$ cat config.mk
export PLATFORM = sky130hd
export DESIGN_NAME = random_free_cell_select_unit
export DESIGN_NICKNAME = d
export VERILOG_FILES = /design/src/rtl/core/rfcs_pkg.sv /design/src/rtl/core/rfcs_ram.sv /design/src/rtl/core/rfcs_ctrl.sv /design/src/rtl/core/rfcs_dpath.sv /design/src/rtl/core/random_free_cell_select_unit.sv
export SDC_FILE = /design/constraint.sdc
export NUM_CORES = 2
export LEC_CHECK = 0
export BUFFER_PORTS_ARGS = -buffer_cell sky130_fd_sc_hd__buf_4
export CAP_MARGIN = 20
export CORE_UTILIZATION = 45
export CTS_CLUSTER_SIZE = 16
export DETAILED_ROUTE_END_ITERATION = 8
export GPL_ROUTABILITY_DRIVEN = 0
export HOLD_SLACK_MARGIN = 0.06
export PLACE_DENSITY = 0.68
export SYNTH_ARGS = -nofsm -noshare
export SYNTH_HDL_FRONTEND = slang
export SYNTH_SLANG_ARGS = --single-unit
$ cat constraint.sdc
create_clock -name aclk -period 13.1 [get_ports aclk]
set_clock_uncertainty 0.15 [all_clocks]
set_input_delay 1.965 -clock aclk [delete_from_list [all_inputs] [get_ports aclk]]
set_output_delay 1.965 -clock aclk [all_outputs]
set_load 0.05 [all_outputs]
$ cat src/rtl/core/rfcs_pkg.sv
// Shared types and constants of the free cell select unit.
package rfcs_pkg;

    localparam int MAX_WIDTH_DEF  = 32;
    localparam int MAX_HEIGHT_DEF = 32;

    localparam int COORD_W = 5;
    localparam int WORD_W  = 31;
    localparam int CNT_W   = 11;
    localparam int DIM_W   = 7;
    localparam int GRID_W  = 6;
    localparam int CFG_W   = 11;
    localparam int IDX_W   = 2;
    localparam int MODE_W  = 2;
    localparam int REM_W   = CNT_W + 1;
    localparam int DIVC_W  = 5;

    localparam int S_TDATA_W = 48;
    localparam int M_TDATA_W = 16;

    localparam int COUNT_MAX = 2047;

    localparam logic [GRID_W-1:0] GRID_WIDTH_RST  = 6'd15;
    localparam logic [GRID_W-1:0] GRID_HEIGHT_RST = 6'd15;
    localparam logic [CNT_W-1:0]  RESERVE_RST     = 11'd10;

    typedef enum logic [IDX_W-1:0] {
        REG_GRID_WIDTH  = 2'd0,
        REG_GRID_HEIGHT = 2'd1,
        REG_RESERVE     = 2'd2,
        REG_UNUSED      = 2'd3
    } rfcs_reg_t;

    typedef enum logic [MODE_W-1:0] {
        MODE_MARK_PICK = 2'd0,
        MODE_PICK      = 2'd1,
        MODE_NEW_GAME  = 2'd2,
        MODE_NONE      = 2'd3
    } rfcs_mode_t;

    typedef struct packed {
        logic load_item;
        logic clr_step;
        logic load_count;
        logic mark_rd;
        logic mark_wr;
        logic div_init;
        logic div_step;
        logic scan_init;
        logic scan_step;
    } rfcs_cmd_t;

    typedef struct packed {
        logic clr_last;
        logic pick_ok;
        logic div_last;
        logic hit;
        logic scan_end;
    } rfcs_stat_t;

endpackage

$ cat src/rtl/core/rfcs_ram.sv
// Generic single write port, single read port RAM with registered read.
module rfcs_ram #(
    parameter int DATA_W = 1,
    parameter int DEPTH  = 1024
) (
    input  logic                     clk,
    input  logic                     wr_en,
    input  logic [$clog2(DEPTH)-1:0] wr_addr,
    input  logic [DATA_W-1:0]        wr_data,
    input  logic [$clog2(DEPTH)-1:0] rd_addr,
    output logic [DATA_W-1:0]        rd_data
);

    logic [DATA_W-1:0] mem [DEPTH];

    always_ff @(posedge clk) begin
        if (wr_en) begin
            mem[wr_addr] <= wr_data;
        end
        rd_data <= mem[rd_addr];
    end

endmodule

$ cat src/rtl/core/rfcs_ctrl.sv
// Controller state machine of the free cell select unit.
module rfcs_ctrl (
    input  logic                          aclk,
    input  logic                          aresetn,
    input  logic                          s_tvalid,
    input  logic [rfcs_pkg::MODE_W-1:0]   in_mode,
    output logic                          s_tready,
    input  rfcs_pkg::rfcs_stat_t          stat,
    output rfcs_pkg::rfcs_cmd_t           cmd,
    input  logic                          out_free,
    output logic                          out_load
);
    import rfcs_pkg::*;

    typedef enum logic [2:0] {
        S_CLEAR,
        S_IDLE,
        S_MARK_RD,
        S_MARK_WR,
        S_PICK,
        S_DIV,
        S_SCAN,
        S_RESULT
    } state_t;

    state_t state_reg, state_next;
    logic   newgame_reg, newgame_next;

    always_comb begin
        state_next   = state_reg;
        newgame_next = newgame_reg;
        cmd          = '0;
        out_load     = 1'b0;
        unique case (state_reg)
            S_CLEAR: begin
                cmd.clr_step = 1'b1;
                if (stat.clr_last) begin
                    cmd.load_count = newgame_reg;
                    newgame_next   = 1'b0;
                    state_next     = S_IDLE;
                end
            end
            S_IDLE: begin
                if (s_tvalid) begin
                    cmd.load_item = 1'b1;
                    unique case (rfcs_mode_t'(in_mode))
                        MODE_MARK_PICK: state_next = S_MARK_RD;
                        MODE_PICK:      state_next = S_PICK;
                        MODE_NEW_GAME: begin
                            newgame_next = 1'b1;
                            state_next   = S_CLEAR;
                        end
                        MODE_NONE:      state_next = S_IDLE;
                        default:        state_next = S_IDLE;
                    endcase
                end
            end
            S_MARK_RD: begin
                cmd.mark_rd = 1'b1;
                state_next  = S_MARK_WR;
            end
            S_MARK_WR: begin
                cmd.mark_wr = 1'b1;
                state_next  = S_PICK;
            end
            S_PICK: begin
                if (stat.pick_ok) begin
                    cmd.div_init = 1'b1;
                    state_next   = S_DIV;
                end else begin
                    state_next = S_RESULT;
                end
            end
            S_DIV: begin
                cmd.div_step = 1'b1;
                if (stat.div_last) begin
                    cmd.scan_init = 1'b1;
                    state_next    = S_SCAN;
                end
            end
            S_SCAN: begin
                cmd.scan_step = 1'b1;
                if (stat.hit || stat.scan_end) begin
                    state_next = S_RESULT;
                end
            end
            S_RESULT: begin
                if (out_free) begin
                    out_load   = 1'b1;
                    state_next = S_IDLE;
                end
            end
            default: state_next = S_IDLE;
        endcase
    end

    always_ff @(posedge aclk) begin
        if (!aresetn) begin
            state_reg   <= S_CLEAR;
            newgame_reg <= 1'b0;
        end else begin
            state_reg   <= state_next;
            newgame_reg <= newgame_next;
        end
    end

    assign s_tready = (state_reg == S_IDLE);

endmodule

$ cat src/rtl/core/rfcs_dpath.sv
// Datapath: configuration, occupancy map, free count, divider and scan.
module rfcs_dpath #(
    parameter int MAX_WIDTH  = rfcs_pkg::MAX_WIDTH_DEF,
    parameter int MAX_HEIGHT = rfcs_pkg::MAX_HEIGHT_DEF
) (
    input  logic                             aclk,
    input  logic                             aresetn,
    input  logic                             cfg_wr_en,
    input  logic [rfcs_pkg::IDX_W-1:0]       cfg_index,
    input  logic [rfcs_pkg::CFG_W-1:0]       cfg_wdata,
    input  logic [rfcs_pkg::S_TDATA_W-1:0]   s_tdata,
    input  rfcs_pkg::rfcs_cmd_t              cmd,
    output rfcs_pkg::rfcs_stat_t             stat,
    output logic [rfcs_pkg::COORD_W-1:0]     res_x,
    output logic [rfcs_pkg::COORD_W-1:0]     res_y,
    output logic                             res_placed
);
    import rfcs_pkg::*;

    localparam int XW    = (MAX_WIDTH > 1) ? $clog2(MAX_WIDTH) : 1;
    localparam int YW    = (MAX_HEIGHT > 1) ? $clog2(MAX_HEIGHT) : 1;
    localparam int AW    = XW + YW;
    localparam int DEPTH = 1 << AW;

    logic [GRID_W-1:0]  gw_reg, gh_reg;
    logic [CNT_W-1:0]   thr_reg;
    logic [CNT_W-1:0]   free_cnt_reg;
    logic [AW-1:0]      clr_addr_reg;
    logic               issue_reg, tv_reg;
    logic               res_placed_reg;

    logic [COORD_W-1:0] cx_reg, cy_reg;
    logic [WORD_W-1:0]  word_reg;
    logic [REM_W-1:0]   rem_reg;
    logic [DIVC_W-1:0]  div_cnt_reg;
    logic [DIM_W-1:0]   sx_reg, sy_reg, tx_reg, ty_reg;
    logic [CNT_W-1:0]   seen_reg;
    logic [COORD_W-1:0] res_x_reg, res_y_reg;

    logic [DIM_W-1:0]   eff_w, eff_h, cx_ext, cy_ext;
    logic [2*DIM_W-1:0] area;
    logic [CNT_W-1:0]   count_init;
    logic               in_grid, cell_free, hit, x_last, y_last;
    logic [REM_W-1:0]   trial;
    logic               trial_ge;

    logic               ram_we, ram_wd, ram_rd;
    logic [AW-1:0]      ram_wa, ram_ra;

    // Effective grid size is clipped to the storage limits.
    assign eff_w = ({1'b0, gw_reg} > DIM_W'(MAX_WIDTH)) ? DIM_W'(MAX_WIDTH) : {1'b0, gw_reg};
    assign eff_h = ({1'b0, gh_reg} > DIM_W'(MAX_HEIGHT)) ? DIM_W'(MAX_HEIGHT) : {1'b0, gh_reg};
    assign area  = eff_w * eff_h;
    assign count_init = (area > (2*DIM_W)'(COUNT_MAX)) ? CNT_W'(COUNT_MAX) : area[CNT_W-1:0];

    assign cx_ext  = {2'b00, cx_reg};
    assign cy_ext  = {2'b00, cy_reg};
    assign in_grid = (cx_ext < eff_w) && (cy_ext < eff_h);

    assign cell_free = !ram_rd;
    assign hit       = tv_reg && cell_free && (seen_reg == rem_reg[CNT_W-1:0]);
    assign x_last    = (sx_reg == eff_w - DIM_W'(1));
    assign y_last    = (sy_reg == eff_h - DIM_W'(1));

    // One restoring division step per cycle, remainder only.
    assign trial    = {rem_reg[CNT_W-1:0], word_reg[WORD_W-1]};
    assign trial_ge = (trial >= {1'b0, free_cnt_reg});

    assign ram_we = cmd.clr_step || (cmd.mark_wr && in_grid) || (cmd.scan_step && hit);
    assign ram_wd = !cmd.clr_step;
    always_comb begin
        priority if (cmd.clr_step) begin
            ram_wa = clr_addr_reg;
        end else if (cmd.mark_wr) begin
            ram_wa = {cy_ext[YW-1:0], cx_ext[XW-1:0]};
        end else begin
            ram_wa = {ty_reg[YW-1:0], tx_reg[XW-1:0]};
        end
    end
    assign ram_ra = cmd.mark_rd ? {cy_ext[YW-1:0], cx_ext[XW-1:0]}
                                : {sy_reg[YW-1:0], sx_reg[XW-1:0]};

    rfcs_ram #(
        .DATA_W (1),
        .DEPTH  (DEPTH)
    ) u_map (
        .clk     (aclk),
        .wr_en   (ram_we),
        .wr_addr (ram_wa),
        .wr_data (ram_wd),
        .rd_addr (ram_ra),
        .rd_data (ram_rd)
    );

    // Control state: configuration, free count, sweep and scan flags.
    always_ff @(posedge aclk) begin
        if (!aresetn) begin
            gw_reg         <= GRID_WIDTH_RST;
            gh_reg         <= GRID_HEIGHT_RST;
            thr_reg        <= RESERVE_RST;
            free_cnt_reg   <= '0;
            clr_addr_reg   <= '0;
            issue_reg      <= 1'b0;
            tv_reg         <= 1'b0;
            res_placed_reg <= 1'b0;
        end else begin
            if (cfg_wr_en) begin
                unique case (rfcs_reg_t'(cfg_index))
                    REG_GRID_WIDTH:  gw_reg  <= cfg_wdata[GRID_W-1:0];
                    REG_GRID_HEIGHT: gh_reg  <= cfg_wdata[GRID_W-1:0];
                    REG_RESERVE:     thr_reg <= cfg_wdata[CNT_W-1:0];
                    REG_UNUSED:      ;
                    default:         ;
                endcase
            end
            if (cmd.clr_step) begin
                clr_addr_reg <= clr_addr_reg + AW'(1);
            end
            if (cmd.load_count) begin
                free_cnt_reg <= count_init;
            end else if (cmd.mark_wr && in_grid && cell_free && free_cnt_reg != '0) begin
                free_cnt_reg <= free_cnt_reg - CNT_W'(1);
            end else if (cmd.scan_step && hit) begin
                free_cnt_reg <= free_cnt_reg - CNT_W'(1);
            end
            if (cmd.scan_init) begin
                issue_reg <= (eff_w != '0) && (eff_h != '0);
                tv_reg    <= 1'b0;
            end else if (cmd.scan_step) begin
                tv_reg <= issue_reg;
                if (issue_reg && x_last && y_last) begin
                    issue_reg <= 1'b0;
                end
            end
            if (cmd.load_item) begin
                res_placed_reg <= 1'b0;
            end else if (cmd.scan_step && hit) begin
                res_placed_reg <= 1'b1;
            end
        end
    end

    // Payload: item fields, divider and scan position.
    always_ff @(posedge aclk) begin
        if (cmd.load_item) begin
            cx_reg    <= s_tdata[COORD_W-1:0];
            cy_reg    <= s_tdata[2*COORD_W-1:COORD_W];
            word_reg  <= s_tdata[2*COORD_W+WORD_W-1:2*COORD_W];
            res_x_reg <= '0;
            res_y_reg <= '0;
        end else if (cmd.scan_step && hit) begin
            res_x_reg <= tx_reg[COORD_W-1:0];
            res_y_reg <= ty_reg[COORD_W-1:0];
        end
        if (cmd.div_init) begin
            rem_reg     <= '0;
            div_cnt_reg <= '0;
        end else if (cmd.div_step) begin
            rem_reg     <= trial_ge ? (trial - {1'b0, free_cnt_reg}) : trial;
            word_reg    <= {word_reg[WORD_W-2:0], 1'b0};
            div_cnt_reg <= div_cnt_reg + DIVC_W'(1);
        end
        if (cmd.scan_init) begin
            sx_reg   <= '0;
            sy_reg   <= '0;
            seen_reg <= '0;
        end else if (cmd.scan_step) begin
            if (issue_reg) begin
                tx_reg <= sx_reg;
                ty_reg <= sy_reg;
                if (x_last) begin
                    sx_reg <= '0;
                    sy_reg <= sy_reg + DIM_W'(1);
                end else begin
                    sx_reg <= sx_reg + DIM_W'(1);
                end
            end
            if (tv_reg && cell_free && !hit) begin
                seen_reg <= seen_reg + CNT_W'(1);
            end
        end
    end

    assign stat.clr_last = &clr_addr_reg;
    assign stat.pick_ok  = (free_cnt_reg > thr_reg) && (free_cnt_reg != '0);
    assign stat.div_last = (div_cnt_reg == DIVC_W'(WORD_W - 1));
    assign stat.hit      = hit;
    assign stat.scan_end = !issue_reg && !tv_reg;

    assign res_x      = res_x_reg;
    assign res_y      = res_y_reg;
    assign res_placed = res_placed_reg;

endmodule

$ cat src/rtl/core/random_free_cell_select_unit.sv
// Top level of the random free cell select unit.
//
// The block keeps an occupancy map of a grid of up to MAX_WIDTH by MAX_HEIGHT
// cells and a count of free cells. Input beats arrive on the s_ channel: the
// mode travels in s_tuser, the cell to mark and the random word in s_tdata.
// A new-game beat clears the map and loads the count with width times height.
// A mark beat records the given cell as occupied and then picks; a pick-only
// beat just picks. Each mark or pick beat yields exactly one result beat on the
// m_ channel: the chosen cell in m_tdata and the placed flag in m_tuser, or a
// pass at 0,0 when the free count does not exceed the reserve threshold or the scan finds no free cell.
// Configuration is written through the cfg_ port; the user must do so only while the
// block is idle, which the block itself does not enforce. One item is processed at a time.
// A mark beat reads and then writes the map; then the reserve is checked and, if it allows
// a pick, the divider forms the remainder (one restoring step per bit of the random word)
// and the row-major scan walks the grid cells through the registered map read until a hit
// or the end. The result then waits until the output register is free and is loaded into
// it. A new game clears the map one word per cycle, 2**(clog2(MAX_WIDTH)+clog2(MAX_HEIGHT)) words, 1024 by default.
// After reset the same clearing pass runs and s_tready stays low for it.
// A finished result waits in the output register while the receiver stalls;
// the block holds off the next result until that beat is taken.
module random_free_cell_select_unit #(
    parameter int MAX_WIDTH  = rfcs_pkg::MAX_WIDTH_DEF,
    parameter int MAX_HEIGHT = rfcs_pkg::MAX_HEIGHT_DEF
) (
    input  logic                            aclk,
    input  logic                            aresetn,
    // Input beats.
    input  logic                            s_tvalid,
    output logic                            s_tready,
    // cell_x [4:0], cell_y [9:5], random_word [40:10], zero fill above.
    input  logic [rfcs_pkg::S_TDATA_W-1:0]  s_tdata,
    // mode [1:0].
    input  logic [rfcs_pkg::MODE_W-1:0]     s_tuser,
    // Result beats.
    output logic                            m_tvalid,
    input  logic                            m_tready,
    // pick_x [4:0], pick_y [9:5], zero fill above.
    output logic [rfcs_pkg::M_TDATA_W-1:0]  m_tdata,
    // placed [0].
    output logic                            m_tuser,
    // Configuration write port.
    input  logic                            cfg_wr_en,
    input  logic [rfcs_pkg::IDX_W-1:0]      cfg_index,
    input  logic [rfcs_pkg::CFG_W-1:0]      cfg_wdata
);
    import rfcs_pkg::*;

    rfcs_cmd_t          cmd;
    rfcs_stat_t         stat;
    logic               out_free, out_load;
    logic [COORD_W-1:0] res_x, res_y;
    logic               res_placed;

    logic                 m_tvalid_reg;
    logic [M_TDATA_W-1:0] m_tdata_reg;
    logic                 m_tuser_reg;

    // The output register is free when empty or when its beat leaves now.
    assign out_free = !m_tvalid_reg || m_tready;

    rfcs_ctrl u_ctrl (
        .aclk     (aclk),
        .aresetn  (aresetn),
        .s_tvalid (s_tvalid),
        .in_mode  (s_tuser),
        .s_tready (s_tready),
        .stat     (stat),
        .cmd      (cmd),
        .out_free (out_free),
        .out_load (out_load)
    );

    rfcs_dpath #(
        .MAX_WIDTH  (MAX_WIDTH),
        .MAX_HEIGHT (MAX_HEIGHT)
    ) u_dpath (
        .aclk       (aclk),
        .aresetn    (aresetn),
        .cfg_wr_en  (cfg_wr_en),
        .cfg_index  (cfg_index),
        .cfg_wdata  (cfg_wdata),
        .s_tdata    (s_tdata),
        .cmd        (cmd),
        .stat       (stat),
        .res_x      (res_x),
        .res_y      (res_y),
        .res_placed (res_placed)
    );

    // Output register: valid is control state, the payload needs no reset.
    always_ff @(posedge aclk) begin
        if (!aresetn) begin
            m_tvalid_reg <= 1'b0;
        end else if (out_load) begin
            m_tvalid_reg <= 1'b1;
        end else if (m_tready) begin
            m_tvalid_reg <= 1'b0;
        end
    end

    always_ff @(posedge aclk) begin
        if (out_load) begin
            m_tdata_reg <= {{(M_TDATA_W - 2*COORD_W){1'b0}}, res_y, res_x};
            m_tuser_reg <= res_placed;
        end
    end

    assign m_tvalid = m_tvalid_reg;
    assign m_tdata  = m_tdata_reg;
    assign m_tuser  = m_tuser_reg;

endmodule

==> impl_metrics.tcl <==
set metrics [dict create \
    rsz0062_at_grt "false" \
    fmax_mhz 172 \
    min_period_ns 5.80 \
    fin_cells 6554 \
    grt_usage_pct 24.8 \
    netlist_area_um2 54900 \
    worstMarginPinSlew_ns 1.20 \
    whs_ns 0.267 \
    power.leakage_nw 20.3 \
    cap_violations 0 \
    ys_types 83 \
    die_y_um 351 \
    path_class "register to register" \
    antenna_found_initial 2 \
    ioPinCount 87 \
    htreeDepth 4 \
    hold_violations 0 \
    syn_avg_cell_area_um2 11.2 \
    synthCells 4913 \
    area_delta_synth_final_pct 11.6 \
    synthFlopType "edfxtp_1" \
    ant_nets 0 \
    clockBufferDepth 3 \
    vdd_drop_max_mv 0.144 \
    place_area_um2 56900 \
    viasPerCell 5.92 \
    cts_buffers 130 \
    period_share_pct 44.3 \
    arrival_ns 6.25 \
    largest_reg_flops 1024 \
    ys_seq_area_share_pct 62.6 \
    crit_path_max_fanout 114 \
    post_cts_resized 0 \
    most-common-layout-cells "nor2_1, edfxtp_1, nand2_1" \
    fin_area_um2 61300 \
    synth_edf_count 1055 \
    synth_seq_cells 1190 \
    clk_latency_ns 0.74 \
    ctsHoldBuffers 0 \
    critPathCaptureType "register" \
    slew_viol_final 0 \
    start_kind "register" \
    status "finished clean" \
    first_pass_iters 5 \
    hold_class "register to register" \
    die_x_um 351 \
    post_cts_buffers 0 \
    nNetsFinal 4994 \
    cts_tree "built" \
    drt_iter0_markers 4902 \
    fin_tns_setup_ns 0 \
    cts-root-buf "clkbuf_16" \
    layout-drive-gt1-share_pct 11.0 \
    dieArea_um2 124000 \
    slew_headroom_pct 19.9 \
    port-buffer-count 73 \
    hpwl_um 85200 \
    power_density_nw_per_um2 180 \
    grt_start_max_net_pins 195 \
    drc 0 \
    start_util_pct 45.6 \
    rows 127 \
    wl_per_cell_um 23.6 \
    grt.overflow.total 0 \
    grt_pass1_vias 36400 \
    final_common_cell "nor2_1" \
    vias 38800 \
    ys_async_sr_fraction_pct 0 \
    finalWirelength_um 155000 \
    grt_pass1_wl_um 228000 \
    finalSetupViolCount 0 \
    dp_cells 6310 \
    cts.sinks 1190 \
    ys_warn_count 0 \
    path_clk_slew_ns 0.07 \
    core_um2 120000 \
    cp_data_required_time_ns 13.55 \
]
-- worst paths after layout --
| kind | from | end | slack, ns | cells past startpoint |
|---|---|---|---|---|
| setup / recovery | u_ctrl.state_reg[1] | u_dpath.u_map.rd_data | 7.30 | 13 |
| hold / removal | u_dpath.res_y[0] | m_tdata[5] | 0.27 | 0 |
| setup reg to reg | u_ctrl.state_reg[1] | u_dpath.u_map.rd_data | 7.30 | 13 |
| hold reg to reg | u_dpath.res_y[0] | m_tdata[5] | 0.27 | 0 |
-- where the power goes --
part | leakage (nW) | switching (W) | internal, W
combinational | 7.62 | 0.00200 | 0.000581
sequential | 10.8 | 0.0000793 | 0.00488
clock | 1.96 | 0.00151 | 0.00199
total | 20.3 | 0.00359 | 0.00745
-- logic make-up after synthesis --
family | share of synthesized area [%]
AOI/OAI and AO/OA | 5.36
xor gates and xnor gates | 1.00
adders and majority gates | 2.07
buffers and inverters | 4.09
DFF | 62.6
muxes | 6.88
other | 0.00683
and+or+nand+nor | 18.0
-- layout make-up --
cell class,count,area (um2)
Timing Repair Buffer,194,1900
Multi-Input combinational cell,3228,18600
Sequential cell,1190,34400
Clock inverter,64,562
Clock buffer,162,3450
Fill cell,10600,59200
Tap cell,1612,2020
Inverter,102,390
Antenna cell,2,5.00
-- worst max-delay path: stages (launching register included) --
cell	delay [ns]
dfxtp_1	0.31
buf_4	0.31
or3b_1	0.38
buf_4	0.28
a21oi_4	0.22
buf_12	0.56
buf_4	0.61
buf_4	0.75
mux4_2	0.59
a22oi_1	0.30
nand3_1	0.12
nor4_1	0.50
or4_1	0.28
nand3_1	0.09
-- layer usage --
metal	GRT usage (%)	vias to the layer above	part of all wire, %
met4	11.3	2	4.6
li1	-	17100	-
met1	32.2	19300	39
met3	5.19	384	10
met5	0	-	0.0084
met2	40.1	1913	47
-- per-stage QoR --
step / util, % / power [W] / setup WS, ns
floorplan: - / 0.00677 / 3.46
global placement: 47.1 / 0.00740 / 7.35
global route: 50.9 / 0.0114 / 7.05
detailed placement: 47.2 / 0.00748 / 7.35
finish: 50.9 / 0.0110 / 7.30
CTS: 50.6 / 0.0109 / 7.33
-- Yosys cell counts, drive strengths merged (8+ instances only) --
cell / n / area share [%]
a211oi: 37 / 0.51
a21o: 11 / 0.15
a21oi: 86 / 0.83
a221oi: 10 / 0.17
a22oi: 23 / 0.31
a311oi: 17 / 0.27
a31oi: 38 / 0.43
a32oi: 13 / 0.21
and2: 16 / 0.18
and3: 21 / 0.24
buf: 161 / 1.8
clkbuf: 237 / 1.6
dfxtp: 135 / 4.9
edfxtp: 1055 / 58
fa: 18 / 0.66
ha: 62 / 1.4
inv: 100 / 0.68
mux2i: 158 / 2.9
mux4: 96 / 3.9
nand2: 704 / 4.8
nand2b: 16 / 0.18
nand3: 282 / 2.6
nand4: 38 / 0.43
nor2: 1193 / 8.2
nor2b: 26 / 0.30
nor3: 26 / 0.25
nor4: 24 / 0.27
o2111ai: 19 / 0.30
o211ai: 12 / 0.16
o21ai: 85 / 0.77
o221a: 8 / 0.16
o221ai: 8 / 0.13
o22ai: 12 / 0.14
or3: 20 / 0.23
xnor2: 30 / 0.48
xor2: 33 / 0.53
(Power assumes the default switching activity.)
